`config.mk`:
```
export PLATFORM = sky130hd
export DESIGN_NAME = multiset_bag_store
export DESIGN_NICKNAME = d
export VERILOG_FILES = /design/src/rtl/mbag_pkg.sv /design/src/rtl/mbag_ram.sv /design/src/rtl/multiset_bag_store.sv
export SDC_FILE = /design/constraint.sdc
export NUM_CORES = 1
export LEC_CHECK = 0
export BUFFER_PORTS_ARGS = -buffer_cell sky130_fd_sc_hd__buf_4
export CAP_MARGIN = 15
export CORE_UTILIZATION = 60
export CTS_CLUSTER_DIAMETER = 40
export DETAILED_ROUTE_END_ITERATION = 16
export GPL_TIMING_DRIVEN = 0
export PLACE_DENSITY = 0.77
export SYNTH_ARGS = -nofsm -noshare
export SYNTH_HDL_FRONTEND = slang
export SYNTH_SLANG_ARGS = --single-unit
```
`constraint.sdc`:
```
create_clock -name clk -period 4.15 [get_ports clk]
set_input_delay 1.245 -clock clk [delete_from_list [all_inputs] [get_ports clk]]
set_output_delay 1.245 -clock clk [all_outputs]
set_load 0.02 [all_outputs]
```
`src/rtl/mbag_pkg.sv`:
```
`default_nettype none

package mbag_pkg;

	// Operation selector carried on the slave-side tuser
	typedef enum logic [1:0] {
		KIND_ADD    = 2'd0,
		KIND_REMOVE = 2'd1,
		KIND_QUERY  = 2'd2,
		KIND_CLEAR  = 2'd3
	} kind_t;

	localparam int unsigned KIND_W  = 2;
	localparam int unsigned ITEM_W  = 32;
	localparam int unsigned COUNT_W = 5;
	localparam int unsigned RES_W   = 16;

	// Result word, lowest bit first: succeeded, match_count, present,
	// stored_count, full_flag, empty_flag, then zero fill
	typedef struct packed {
		logic [1:0]         pad;
		logic               empty_flag;
		logic               full_flag;
		logic [COUNT_W-1:0] stored_count;
		logic               present;
		logic [COUNT_W-1:0] match_count;
		logic               succeeded;
	} res_t;

endpackage

`default_nettype wire

```
`src/rtl/mbag_ram.sv`:
```
`default_nettype none

module mbag_ram #(
	parameter int unsigned DEPTH = 16,
	parameter int unsigned WIDTH = 32,
	parameter int unsigned AW    = 4
) (
	input  wire logic             clk,
	input  wire logic             we,
	input  wire logic [AW-1:0]    waddr,
	input  wire logic [WIDTH-1:0] wdata,
	input  wire logic [AW-1:0]    raddr,
	output logic      [WIDTH-1:0] rdata
);

	logic [WIDTH-1:0] mem [DEPTH];

	// one write port, one registered read port
	always_ff @(posedge clk) begin
		if (we) begin
			mem[waddr] <= wdata;
		end
		rdata <= mem[raddr];
	end

endmodule

`default_nettype wire

```
`src/rtl/multiset_bag_store.sv`:
```
// Unordered multiset of item words held in a synchronous one-port-read RAM.
// Steps per item: accept, scan and last compare (both skipped on an empty store),
// execute, a move for a remove that hits, result; the scan reads one stored entry per cycle.
// Throughput: one item at a time; a new item is taken only once the result is loaded.
// Reset (arst_n low, asynchronous): store empty, no result pending; entry RAM
// is not cleared, as only entries below the fill count are ever used.
`default_nettype none

module multiset_bag_store import mbag_pkg::*; #(
	parameter int unsigned CAPACITY   = 16,
	parameter int unsigned ITEM_WIDTH = 32
) (
	input  wire logic              clk,
	input  wire logic              arst_n,
	input  wire logic              s_tvalid,
	output logic                   s_tready,
	input  wire logic [ITEM_W-1:0] s_tdata,   // [31:0] item
	input  wire logic [KIND_W-1:0] s_tuser,   // [1:0] kind
	output logic                   m_tvalid,
	input  wire logic              m_tready,
	output logic      [RES_W-1:0]  m_tdata    // [0] succeeded, [5:1] match_count,
	                                          // [6] present, [11:7] stored_count,
	                                          // [12] full_flag, [13] empty_flag
);

	localparam int unsigned IDX_W = (CAPACITY > 1) ? $clog2(CAPACITY) : 1;
	localparam int unsigned CNT_W = $clog2(CAPACITY + 1);

	typedef enum logic [2:0] {
		ST_IDLE,
		ST_SCAN,
		ST_LAST,
		ST_EXEC,
		ST_MOVE,
		ST_RESULT
	} state_t;

	state_t                state_q;
	kind_t                 kind_q;
	logic [ITEM_WIDTH-1:0] word_q;
	logic [CNT_W-1:0]      fill_q;
	logic [IDX_W-1:0]      ptr_q;
	logic [CNT_W-1:0]      matches_q;
	logic                  found_q;
	logic [IDX_W-1:0]      found_idx_q;
	logic                  ok_q;
	logic                  cmp_vld_s1;
	logic [IDX_W-1:0]      idx_s1;
	logic                  m_tvalid_q;
	res_t                  res_q;

	logic                  ram_we;
	logic [IDX_W-1:0]      ram_waddr;
	logic [ITEM_WIDTH-1:0] ram_wdata;
	logic [IDX_W-1:0]      ram_raddr;
	logic [ITEM_WIDTH-1:0] ram_rdata;

	logic [ITEM_WIDTH+ITEM_W-1:0] item_ext;
	logic [ITEM_WIDTH-1:0]        in_word;
	logic [IDX_W-1:0]             last_idx;
	logic [IDX_W-1:0]             tail_idx;
	logic                         is_full;
	logic [CNT_W+COUNT_W-1:0]     matches_ext;
	logic [CNT_W+COUNT_W-1:0]     fill_ext;
	logic                         in_accept;
	logic                         res_load;

	// item masked to the stored width
	assign item_ext  = {{ITEM_WIDTH{1'b0}}, s_tdata};
	assign in_word   = item_ext[ITEM_WIDTH-1:0];
	assign last_idx  = IDX_W'(fill_q - CNT_W'(1));
	assign tail_idx  = IDX_W'(fill_q);
	assign is_full   = (fill_q == CNT_W'(CAPACITY));
	assign in_accept = s_tvalid && s_tready;
	assign res_load  = (state_q == ST_RESULT) && (!m_tvalid_q || m_tready);

	assign matches_ext = {{COUNT_W{1'b0}}, matches_q};
	assign fill_ext    = {{COUNT_W{1'b0}}, fill_q};

	assign s_tready = (state_q == ST_IDLE);
	assign m_tvalid = m_tvalid_q;
	assign m_tdata  = res_q;

	// RAM port steering: scan reads, tail read for the swap, add/move writes
	always_comb begin
		ram_raddr = (state_q == ST_EXEC) ? last_idx : ptr_q;
		ram_we    = 1'b0;
		ram_waddr = tail_idx;
		ram_wdata = word_q;
		if (state_q == ST_EXEC && kind_q == KIND_ADD && !is_full) begin
			ram_we = 1'b1;
		end
		if (state_q == ST_MOVE) begin
			ram_we    = 1'b1;
			ram_waddr = found_idx_q;
			ram_wdata = ram_rdata;
		end
	end

	mbag_ram #(
		.DEPTH (CAPACITY),
		.WIDTH (ITEM_WIDTH),
		.AW    (IDX_W)
	) u_ram (
		.clk   (clk),
		.we    (ram_we),
		.waddr (ram_waddr),
		.wdata (ram_wdata),
		.raddr (ram_raddr),
		.rdata (ram_rdata)
	);

	// sequencer, compare stage and result register
	always_ff @(posedge clk or negedge arst_n) begin
		if (!arst_n) begin
			state_q     <= ST_IDLE;
			kind_q      <= KIND_ADD;
			word_q      <= '0;
			fill_q      <= '0;
			ptr_q       <= '0;
			matches_q   <= '0;
			found_q     <= 1'b0;
			found_idx_q <= '0;
			ok_q        <= 1'b0;
			cmp_vld_s1  <= 1'b0;
			idx_s1      <= '0;
			m_tvalid_q  <= 1'b0;
			res_q       <= '0;
		end else begin
			cmp_vld_s1 <= (state_q == ST_SCAN);
			idx_s1     <= ptr_q;

			// compare returning entry; first hit remembered for remove
			if (cmp_vld_s1 && ram_rdata == word_q) begin
				matches_q <= matches_q + CNT_W'(1);
				if (!found_q) begin
					found_q     <= 1'b1;
					found_idx_q <= idx_s1;
				end
			end

			// result valid: set on load, dropped once taken
			if (res_load) begin
				m_tvalid_q <= 1'b1;
			end else if (m_tready) begin
				m_tvalid_q <= 1'b0;
			end

			unique case (state_q)
				ST_IDLE: begin
					if (in_accept) begin
						kind_q    <= kind_t'(s_tuser);
						word_q    <= in_word;
						ptr_q     <= '0;
						matches_q <= '0;
						found_q   <= 1'b0;
						ok_q      <= 1'b0;
						state_q   <= (fill_q == '0) ? ST_EXEC : ST_SCAN;
					end
				end
				ST_SCAN: begin
					ptr_q <= ptr_q + IDX_W'(1);
					if (ptr_q == last_idx) begin
						state_q <= ST_LAST;
					end
				end
				ST_LAST: begin
					// last compare lands this cycle
					state_q <= ST_EXEC;
				end
				ST_EXEC: begin
					state_q <= ST_RESULT;
					unique case (kind_q)
						KIND_ADD: begin
							if (!is_full) begin
								fill_q <= fill_q + CNT_W'(1);
								ok_q   <= 1'b1;
							end
						end
						KIND_REMOVE: begin
							if (found_q) begin
								ok_q    <= 1'b1;
								state_q <= ST_MOVE;
							end
						end
						KIND_QUERY: begin
							ok_q <= found_q;
						end
						KIND_CLEAR: begin
							fill_q <= '0;
							ok_q   <= 1'b1;
						end
						default: begin
							ok_q <= 1'b0;
						end
					endcase
				end
				ST_MOVE: begin
					// tail entry written over the hit
					fill_q  <= fill_q - CNT_W'(1);
					state_q <= ST_RESULT;
				end
				ST_RESULT: begin
					if (res_load) begin
						res_q.pad          <= '0;
						res_q.succeeded    <= ok_q;
						res_q.match_count  <= matches_ext[COUNT_W-1:0];
						res_q.present      <= (matches_q != '0);
						res_q.stored_count <= fill_ext[COUNT_W-1:0];
						res_q.full_flag    <= is_full;
						res_q.empty_flag   <= (fill_q == '0);
						state_q            <= ST_IDLE;
					end
				end
				default: begin
					state_q <= ST_IDLE;
				end
			endcase
		end
	end

	// checks
	a_fill_bound: assert property (@(posedge clk) disable iff (!arst_n)
		fill_q <= CNT_W'(CAPACITY))
		else $error("fill count beyond capacity");

	a_one_at_a_time: assert property (@(posedge clk) disable iff (!arst_n)
		in_accept |=> !s_tready)
		else $error("second item taken while one is in work");

	a_present_match: assert property (@(posedge clk) disable iff (!arst_n)
		m_tvalid_q |-> (res_q.present == (res_q.match_count != '0)))
		else $error("present flag disagrees with match count");

	a_flags_excl: assert property (@(posedge clk) disable iff (!arst_n)
		m_tvalid_q |-> !(res_q.full_flag && res_q.empty_flag))
		else $error("full and empty both set");

endmodule

`default_nettype wire

```
==> results of run 1 <==
-- path summary, 6_finish.rpt --
path / start / end / slack (ns) / cells after the start
min in group asynchronous: arst_n / word_q[27]$_DFFE_PN0P_ / 0.61 / 1
hold / removal: idx_s1[3]$_DFF_PN0_ / found_idx_q[3]$_DFFE_PN0P_ / 0.48 / 1
hold reg to reg: idx_s1[3]$_DFF_PN0_ / found_idx_q[3]$_DFFE_PN0P_ / 0.48 / 1
setup reg to reg: state_q[2]$_DFFE_PN0P_ / u_ram.mem[14][14]$_DFFE_PP_ / 0.41 / 6
setup / recovery: state_q[2]$_DFFE_PN0P_ / u_ram.mem[14][14]$_DFFE_PP_ / 0.41 / 6
max in group asynchronous: arst_n / word_q[10]$_DFFE_PN0P_ / 2.90 / 2
-- through the flow --
step           instance area, um2  worst slack [ns]  power, mW  utilization
2_1_floorplan               24540            0.7945      14.68            -
3_3_place_gp                25600            -1.234      17.89       0.6399
3_5_place_dp                26130            0.5395      18.43       0.6531
4_1_cts                     28460            0.5191      24.66       0.7114
5_1_grt                     28490            0.3008      25.88       0.7121
6_report                    28490            0.4066      25.02       0.7121
-- cell families (layout without fill, tap and decap cells) --
family | Yosys count | after routing | synth area share
fa+ha+maj | 6 | 6 | 0.003059
other cells | 1 | 2 | 0.0001528
compound gates | 496 | 496 | 0.1281
flops | 621 | 621 | 0.7311
mux | 21 | 21 | 0.009483
simple gates | 558 | 558 | 0.09086
buf+inv | 135 | 337 | 0.02289
xor+xnor | 40 | 40 | 0.01428
-- layout by cell type, fill, tap and decap left out, types with 6 or more instances in the layout --
| cell | count |
|---|---|
| a22o_1 | 64 |
| clkbuf_1 | 90 |
| clkinv_1 | 9 |
| inv_1 | 10 |
| inv_6 | 6 |
| dfxtp_1 | 32 |
| o221ai_1 | 32 |
| buf_1 | 16 |
| nor2_4 | 16 |
| a22oi_1 | 100 |
| edfxtp_1 | 512 |
| o21ai_0 | 11 |
| dfrtp_1 | 77 |
| clkbuf_16 | 75 |
| nand2_1 | 475 |
| nor3_1 | 9 |
| xnor2_1 | 6 |
| mux2_2 | 18 |
| xor2_1 | 34 |
| a21oi_1 | 268 |
| buf_2 | 32 |
| nor2_1 | 17 |
| ha_1 | 6 |
| buf_12 | 8 |
| nand3_1 | 8 |
| buf_4 | 55 |
| clkinvlp_4 | 7 |
| nor4_1 | 7 |
| buf_16 | 10 |
-- cell usage after synthesis (5+ instances only) --
master	count	share of area
ha_1	6	0.0031
xor2_1	34	0.012
a22o_1	64	0.023
nor4_1	7	0.0018
mux2_2	18	0.0083
nand2b_1	5	0.0013
nand2_1	475	0.073
nor3_1	9	0.0018
clkbuf_1	74	0.011
edfxtp_1	512	0.63
dfrtp_1	77	0.079
a21oi_1	268	0.055
nand3_1	8	0.0016
buf_2	32	0.0065
a22oi_1	100	0.031
buf_1	16	0.0024
o21ai_0	11	0.0022
nor2_1	33	0.0050
xnor2_1	6	0.0021
inv_1	10	0.0015
dfxtp_1	32	0.026
o221ai_1	32	0.011
-- per-layer routing --
metal	global-route usage	vias to the layer above	part of all wire
li1	-	7239	-
met1	0.4312	8398	0.35
met2	0.5416	1329	0.47
met3	0.09247	279	0.12
met4	0.1962	0	0.056
met5	0	-	0
-- power breakdown --
group	leakage [nW]	total [mW]	switching [mW]	internal, mW
Clock	1.11	6.21	2.57	3.64
Sequential	5.91	8.78	0.457	8.33
Combinational	3.37	10.0	7.18	2.86
Total	10.4	25.0	10.2	14.8
-- state kept, by name, summed over array words and instances, names as in the netlist --
register and flops:
ok_q 1, word_q 32, cmp_vld_s1 1, kind_q 2
idx_s1 4, state_q 3, fill_q 5, u_ram.rdata 32
ptr_q 4, u_ram.mem 512, found_q 1, matches_q 5
found_idx_q 4, m_tvalid 1, m_tdata 14
-- cell type report --
type | instances | area [um2] | area share
buffer | 125 | 524.3 | 0.01840
multi-input combinational | 1123 | 6160 | 0.2162
timing repair buffer | 71 | 833.3 | 0.02925
clock inverter | 38 | 370.4 | 0.01300
clock buffer | 93 | 1964 | 0.06895
inverter | 10 | 37.54 | 0.001318
tap | 525 | 656.9 | 0.02306
sequential | 621 | 17940 | 0.6298
==> impl_metrics.csv, run 1 <==
group,metric,value,unit
sta,setup_viol,0,
worst_hold_path,timing.hold.worst.class,"flip-flop to flip-flop",
global_route,grt_pass1_wl,103.6,mm
sta,setup_tns,0,ns
floorplanning,design.portCount,56,
floorplanning,fp.dieW,204.2,um
cts,cts_sinks,621,
flow_run,maxCapViolations,0,
synth,synth_flop_cell,"edfxtp_1",
global_route,gr-total-overflow,0,
floorplanning,dieHeight,204.2,um
sta,tightest_slew,1.090,ns
sta,max_freq,267.1,MHz
synth,yosysSeqAreaShare,0.7311,
synth,synth_area_per_cell,13.07,um2
sta,slew-limit-headroom,0.2701,
layout,fin_cells,2606,
global_route,grt_pass1_vias,17386,
layout,syn_to_final_growth,16.09,%
detailed_routing,drt.antenna.violating_nets,0,
synth,ys_seq_elements,621,
cts,cts_max_path_buffers,3,
pwr,irDropWorstVdd,0.0005338,V
pwr,p_leak,10.39,nW
detailed_routing,first_iter_violations,2574,
synth,syn_inst,1878,
synth,synthArstFlopShare,0.1240,
pwr,power_density,878.4,nW/um2
detailed_routing,drc,0,
worst_setup_path,critPathArrivalTime,4.04,ns
worst_setup_path,cp_top_family,"simple AND/OR/NAND/NOR gates",
cts,insertion_delay,0.61,ns
worst_setup_path,worstPathMaxFanout,17,
layout,layout.nets,2067,
sta,rsz0062_at_grt,"false",
layout,fillers,2519,
synth,synth_cell_types,53,
synth,syn-cell-area,24540,um2
global_route,antenna_found_initial,0,
sta,hold_ws,0.4773,ns
cts,clockRootBuffer,"clkbuf_16",
detailed_routing,drt_pre_antenna_iters,12,
floorplanning,dieArea,41710,um2
sta,min_period,3.743,ns
cts,hold_buffers,0,
layout,diodes,0,
floorplanning,rows,73,
worst_setup_path,path_buf_inv,3,
worst_setup_path,slowest_delay,0.76,ns
placement,hpwl,45.09,mm
worst_setup_path,cp.required,4.45,ns
sta,finClkSkew,0.03437,ns
floorplanning,coreArea,40010,um2
detailed_routing,drt_wl_total,70.23,mm
placement,io_buffers,53,
detailed_routing,viasPerCell,6.617,
sta,finalHoldViolations,0,
worst_setup_path,cp_cell_sequence,"buf_2 -> nor3b_2 -> clkbuf_1 -> a31oi_1 -> nor2_4 -> buf_16",
synth,synth_enable_flop_cells,512,
detailed_routing,post_drt_wl_per_cell,26.95,um
sta,fin_crit_sh,0.9020,
worst_setup_path,startpoint_type,"flip-flop",
global_route,grt_util_all_layers,0.3435,
cts,cts_buffers,71,
cts,post_cts_buffers,0,
layout,drive_gt1_frac,0.1211,
floorplanning,initial_core_util,0.6134,
synth,yosysWarningCount,0,
worst_setup_path,slowest_stage,"nor2_4",
worst_setup_path,endpoint_kind,"flip-flop",
cts,htree_num_levels,3,
placement,place.gp.congestion,0.9110,
sta,final-max-slew-violation-count,0,
placement,placed_cells,2474,
status,status,"completed",
detailed_routing,via_count,17245,
worst_setup_path,critPathKind,"flip-flop to flip-flop",
cts,clk_pin_slew,0.06,ns
cts,cts_tree,"done",
global_route,grt_start_max_net_pins,78,
cts,cts_resized,0,
No activity file was read; power rests on OpenSTA's default activity.
==> inputs of run 2 (changes only) <==
--- a/config.mk
+++ b/config.mk
@@ -7,11 +7,11 @@
 export LEC_CHECK = 0
 export BUFFER_PORTS_ARGS = -buffer_cell sky130_fd_sc_hd__buf_4
 export CAP_MARGIN = 15
-export CORE_UTILIZATION = 60
+export CORE_UTILIZATION = 56
 export CTS_CLUSTER_DIAMETER = 40
 export DETAILED_ROUTE_END_ITERATION = 16
 export GPL_TIMING_DRIVEN = 0
-export PLACE_DENSITY = 0.77
+export PLACE_DENSITY = 0.75
 export SYNTH_ARGS = -nofsm -noshare
 export SYNTH_HDL_FRONTEND = slang
 export SYNTH_SLANG_ARGS = --single-unit
==> constraint.sdc (replaced) <==
create_clock -name clk -period 3.05 [get_ports clk]
set_input_delay 0.915 -clock clk [delete_from_list [all_inputs] [get_ports clk]]
set_output_delay 0.915 -clock clk [all_outputs]
set_load 0.02 [all_outputs]
==> run 2 against run 1 <==
Effect of this change: the run now ends with negative setup slack left; combinational power increased by 39%; register-to-register slack got worse by 0.46 ns; cell count up 3.4%; via count grew 0.70%; first-iteration DRC count increased by 1.8%; non-clock buffer count rose by 15; sequential power rose by 37%; setup slack got worse by 0.46 ns; global-route usage shrank 2.4 points; die area increased by 7.1%; critical path type unchanged; largest cell class unchanged; highest routed layer unchanged.
==> impl_metrics.csv, run 2 (synthesized netlist as in run 1, its figures left out) <==
group,metric,value,unit
status,status,"finished, violations left",
status,violations,"negative setup slack",
placement,io_buffers,53,
sta,finClkSkew,0.03705,ns
pwr,p_clk_frac,0.256,
layout,layout.nets,2088,
cts,cts_buffers,77,
cts,cts_tree,"done",
layout,syn_to_final_growth,19.02,%
detailed_routing,drt.antenna.violating_nets,0,
placement,hpwl,44.59,mm
cts,htree_num_levels,3,
worst_setup_path,r2r_cells,10,
layout,regMostFlops,"u_ram.mem",
global_route,grt_pass1_vias,16952,
floorplanning,coreArea,43170,um2
detailed_routing,drt_wl_total,70.48,mm
global_route,grt_util_all_layers,0.3195,
pwr,p_leak,10.74,nW
layout,design_area,29210,um2
cts,hold_buffers,0,
floorplanning,dieHeight,211.3,um
pwr,power_frac_seq,0.344,
detailed_routing,viasPerCell,6.446,
layout,mostFrequentLayoutCells,"edfxtp_1 (512), nand2_1 (473), a21oi_1 (267)",
cts,insertion_delay,0.63,ns
worst_setup_path,cp.required,3.56,ns
pwr,intPower,20.69,mW
sta,layout_setup_ws,-0.05011,ns
detailed_routing,via_count,17365,
pwr,p_sw,14.12,mW
sta,setup_viol,3,
cts,clk_pin_slew,0.06,ns
sta,min_period,3.100,ns
layout,reg_top3,"u_ram.mem x512, u_ram.rdata x32, word_q x32",
layout,drive_gt1_frac,0.1579,
sta,fin_crit_sh,1.016,
global_route,grt_start_max_net_pins,78,
worst_setup_path,slowest_delay,0.50,ns
worst_setup_path,crit_top_cell,"buf_2",
worst_setup_path,slowest_stage,"clkbuf_1",
cts,clockRootBuffer,"clkbuf_16",
worst_setup_path,reg2reg_from,"fill_q[0]$_DFFE_PN0P_",
worst_setup_path,r2r_setup_slack,-0.05,ns
floorplanning,rows,76,
pwr,sw_frac_of_total,0.4055,
global_route,gr-total-overflow,0,
cts,cts_max_path_buffers,3,
detailed_routing,drt_pre_antenna_iters,8,
floorplanning,dieArea,44660,um2
worst_setup_path,worstPathMaxFanout,10,
worst_setup_path,critPathKind,"flip-flop to flip-flop",
sta,finalHoldViolations,0,
layout,diodes,0,
detailed_routing,drt-met1-wl,25.33,mm
sta,max_freq,322.6,MHz
sta,tightest_slew,1.078,ns
detailed_routing,first_iter_violations,2620,
placement,placed_cell_area,26170,um2
pwr,power.share.combinational,0.400,
worst_setup_path,startpoint_type,"flip-flop",
layout,largest_reg_flops,512,
detailed_routing,top_layer_used,"met4",
floorplanning,fp.dieW,211.3,um
worst_setup_path,endpoint_kind,"flip-flop",
worst_setup_path,r2r_end,"u_ram.rdata[29]$_DFF_P_",
detailed_routing,drc,0,
detailed_routing,post_drt_wl_per_cell,26.16,um
detailed_routing,wl_met3,8.651,mm
floorplanning,initial_core_util,0.5684,
detailed_routing,met2_length,32.82,mm
global_route,grt_pass1_wl,103.3,mm
pwr,power,34.81,mW
worst_setup_path,cp_cell_sequence,"buf_2 -> inv_1 -> ha_2 -> nor4bb_4 -> a21o_1 -> buf_2 -> clkbuf_1 -> a21oi_1 -> a22o_1 -> o221ai_1",
worst_setup_path,critPathArrivalTime,3.61,ns
sta,slew-limit-headroom,0.2782,
global_route,antenna_found_initial,0,
sta,final-max-slew-violation-count,0,
flow_run,maxCapViolations,0,
worst_hold_path,timing.hold.worst.class,"input pin to async pin",
sta,rsz0062_at_grt,"true",
layout,layout_commonest_cell,"edfxtp_1",
cts,cts_sinks,621,
floorplanning,design.portCount,56,
placement,place.gp.congestion,0.9009,
pwr,power_density,1192,nW/um2
pwr,irDropWorstVdd,0.0007786,V
[run 2: cell types whose count changed in the layout (fill, tap and decap cells not counted), sizes merged]
cell      before  now
clkinvlp       7    6
clkbuf       167  180
buf          122  137
clkinv        18   19
[run 2: worst max-delay path, delay by kind of cell (launching register included)]
kind                       cells  cell delay (ns)
buffers and inverters          4             1.07
AOI/OAI and AO/OA              4             0.83
DFF                            1             0.37
and+or+nand+nor                1             0.37
adders and majority gates      1             0.35
[run 2: final cells by class]
class / count / area [um2]
Buffer: 125 / 594.3
Clock inverter: 38 / 450.4
Inverter: 10 / 37.54
Multi-Input combinational cell: 1123 / 6250
Sequential cell: 621 / 17940
Fill cell: 2866 / 13960
Tap cell: 585 / 732.0
Clock buffer: 106 / 2087
Timing Repair Buffer: 86 / 1114
[run 2: worst max path at each step]
| stage | startpoint | to | cells after the start |
|---|---|---|---|
| after floorplan | state_q[1]$_DFFE_PN0P_ | u_ram.mem[15][0]$_DFFE_PP_ | 5 |
| after global placement | state_q[1]$_DFFE_PN0P_ | u_ram.mem[5][16]$_DFFE_PP_ | 5 |
| after detailed placement | state_q[2]$_DFFE_PN0P_ | u_ram.mem[2][13]$_DFFE_PP_ | 6 |
| after CTS | fill_q[0]$_DFFE_PN0P_ | u_ram.rdata[2]$_DFF_P_ | 11 |
| after global routing | fill_q[0]$_DFFE_PN0P_ | u_ram.rdata[29]$_DFF_P_ | 10 |
| final | fill_q[0]$_DFFE_PN0P_ | u_ram.rdata[29]$_DFF_P_ | 10 |
[run 2: stage by stage]
stage	cells	setup TNS, ns	utilization	worst slack, ns	hold WS [ns]
2_1_floorplan	1879	-94.81	-	-0.3055	0.4244
3_3_place_gp	2517	-898.54	0.5950	-2.369	0.4564
3_5_place_dp	2533	-169.38	0.6063	-0.6179	0.4649
4_1_cts	2690	-0.1998	0.6726	-0.1308	0.4653
5_1_grt	2694	-0.3078	0.6765	-0.07691	0.2694
6_report	2694	-0.05661	0.6765	-0.05011	0.2373
[run 2: what timing repair did]
item / CTS / global route
setup buffers: 13 / 3
resized for setup: 31 / 56
pin swaps: 15 / 4
endpoints found under the setup margin: 922 / 129
[run 2: layer usage]
metal  vias up  GRT usage
met2      1358     0.5010
met4         0     0.1652
met5         -          0
met3       285    0.07951
li1       7288          -
met1      8434     0.4155
[run 2: power by group through the flow]
| stage | registers [mW] | clock network [mW] | logic [mW] |
|---|---|---|---|
| CTS | 11.9 | 8.93 | 13.2 |
| finish | 12.0 | 8.91 | 13.9 |
| floorplan | 12.0 | 0 | 7.99 |
| detailed placement | 12.1 | 0 | 12.9 |
| global route | 12.0 | 9.26 | 14.6 |
| global placement | 12.1 | 0 | 12.3 |
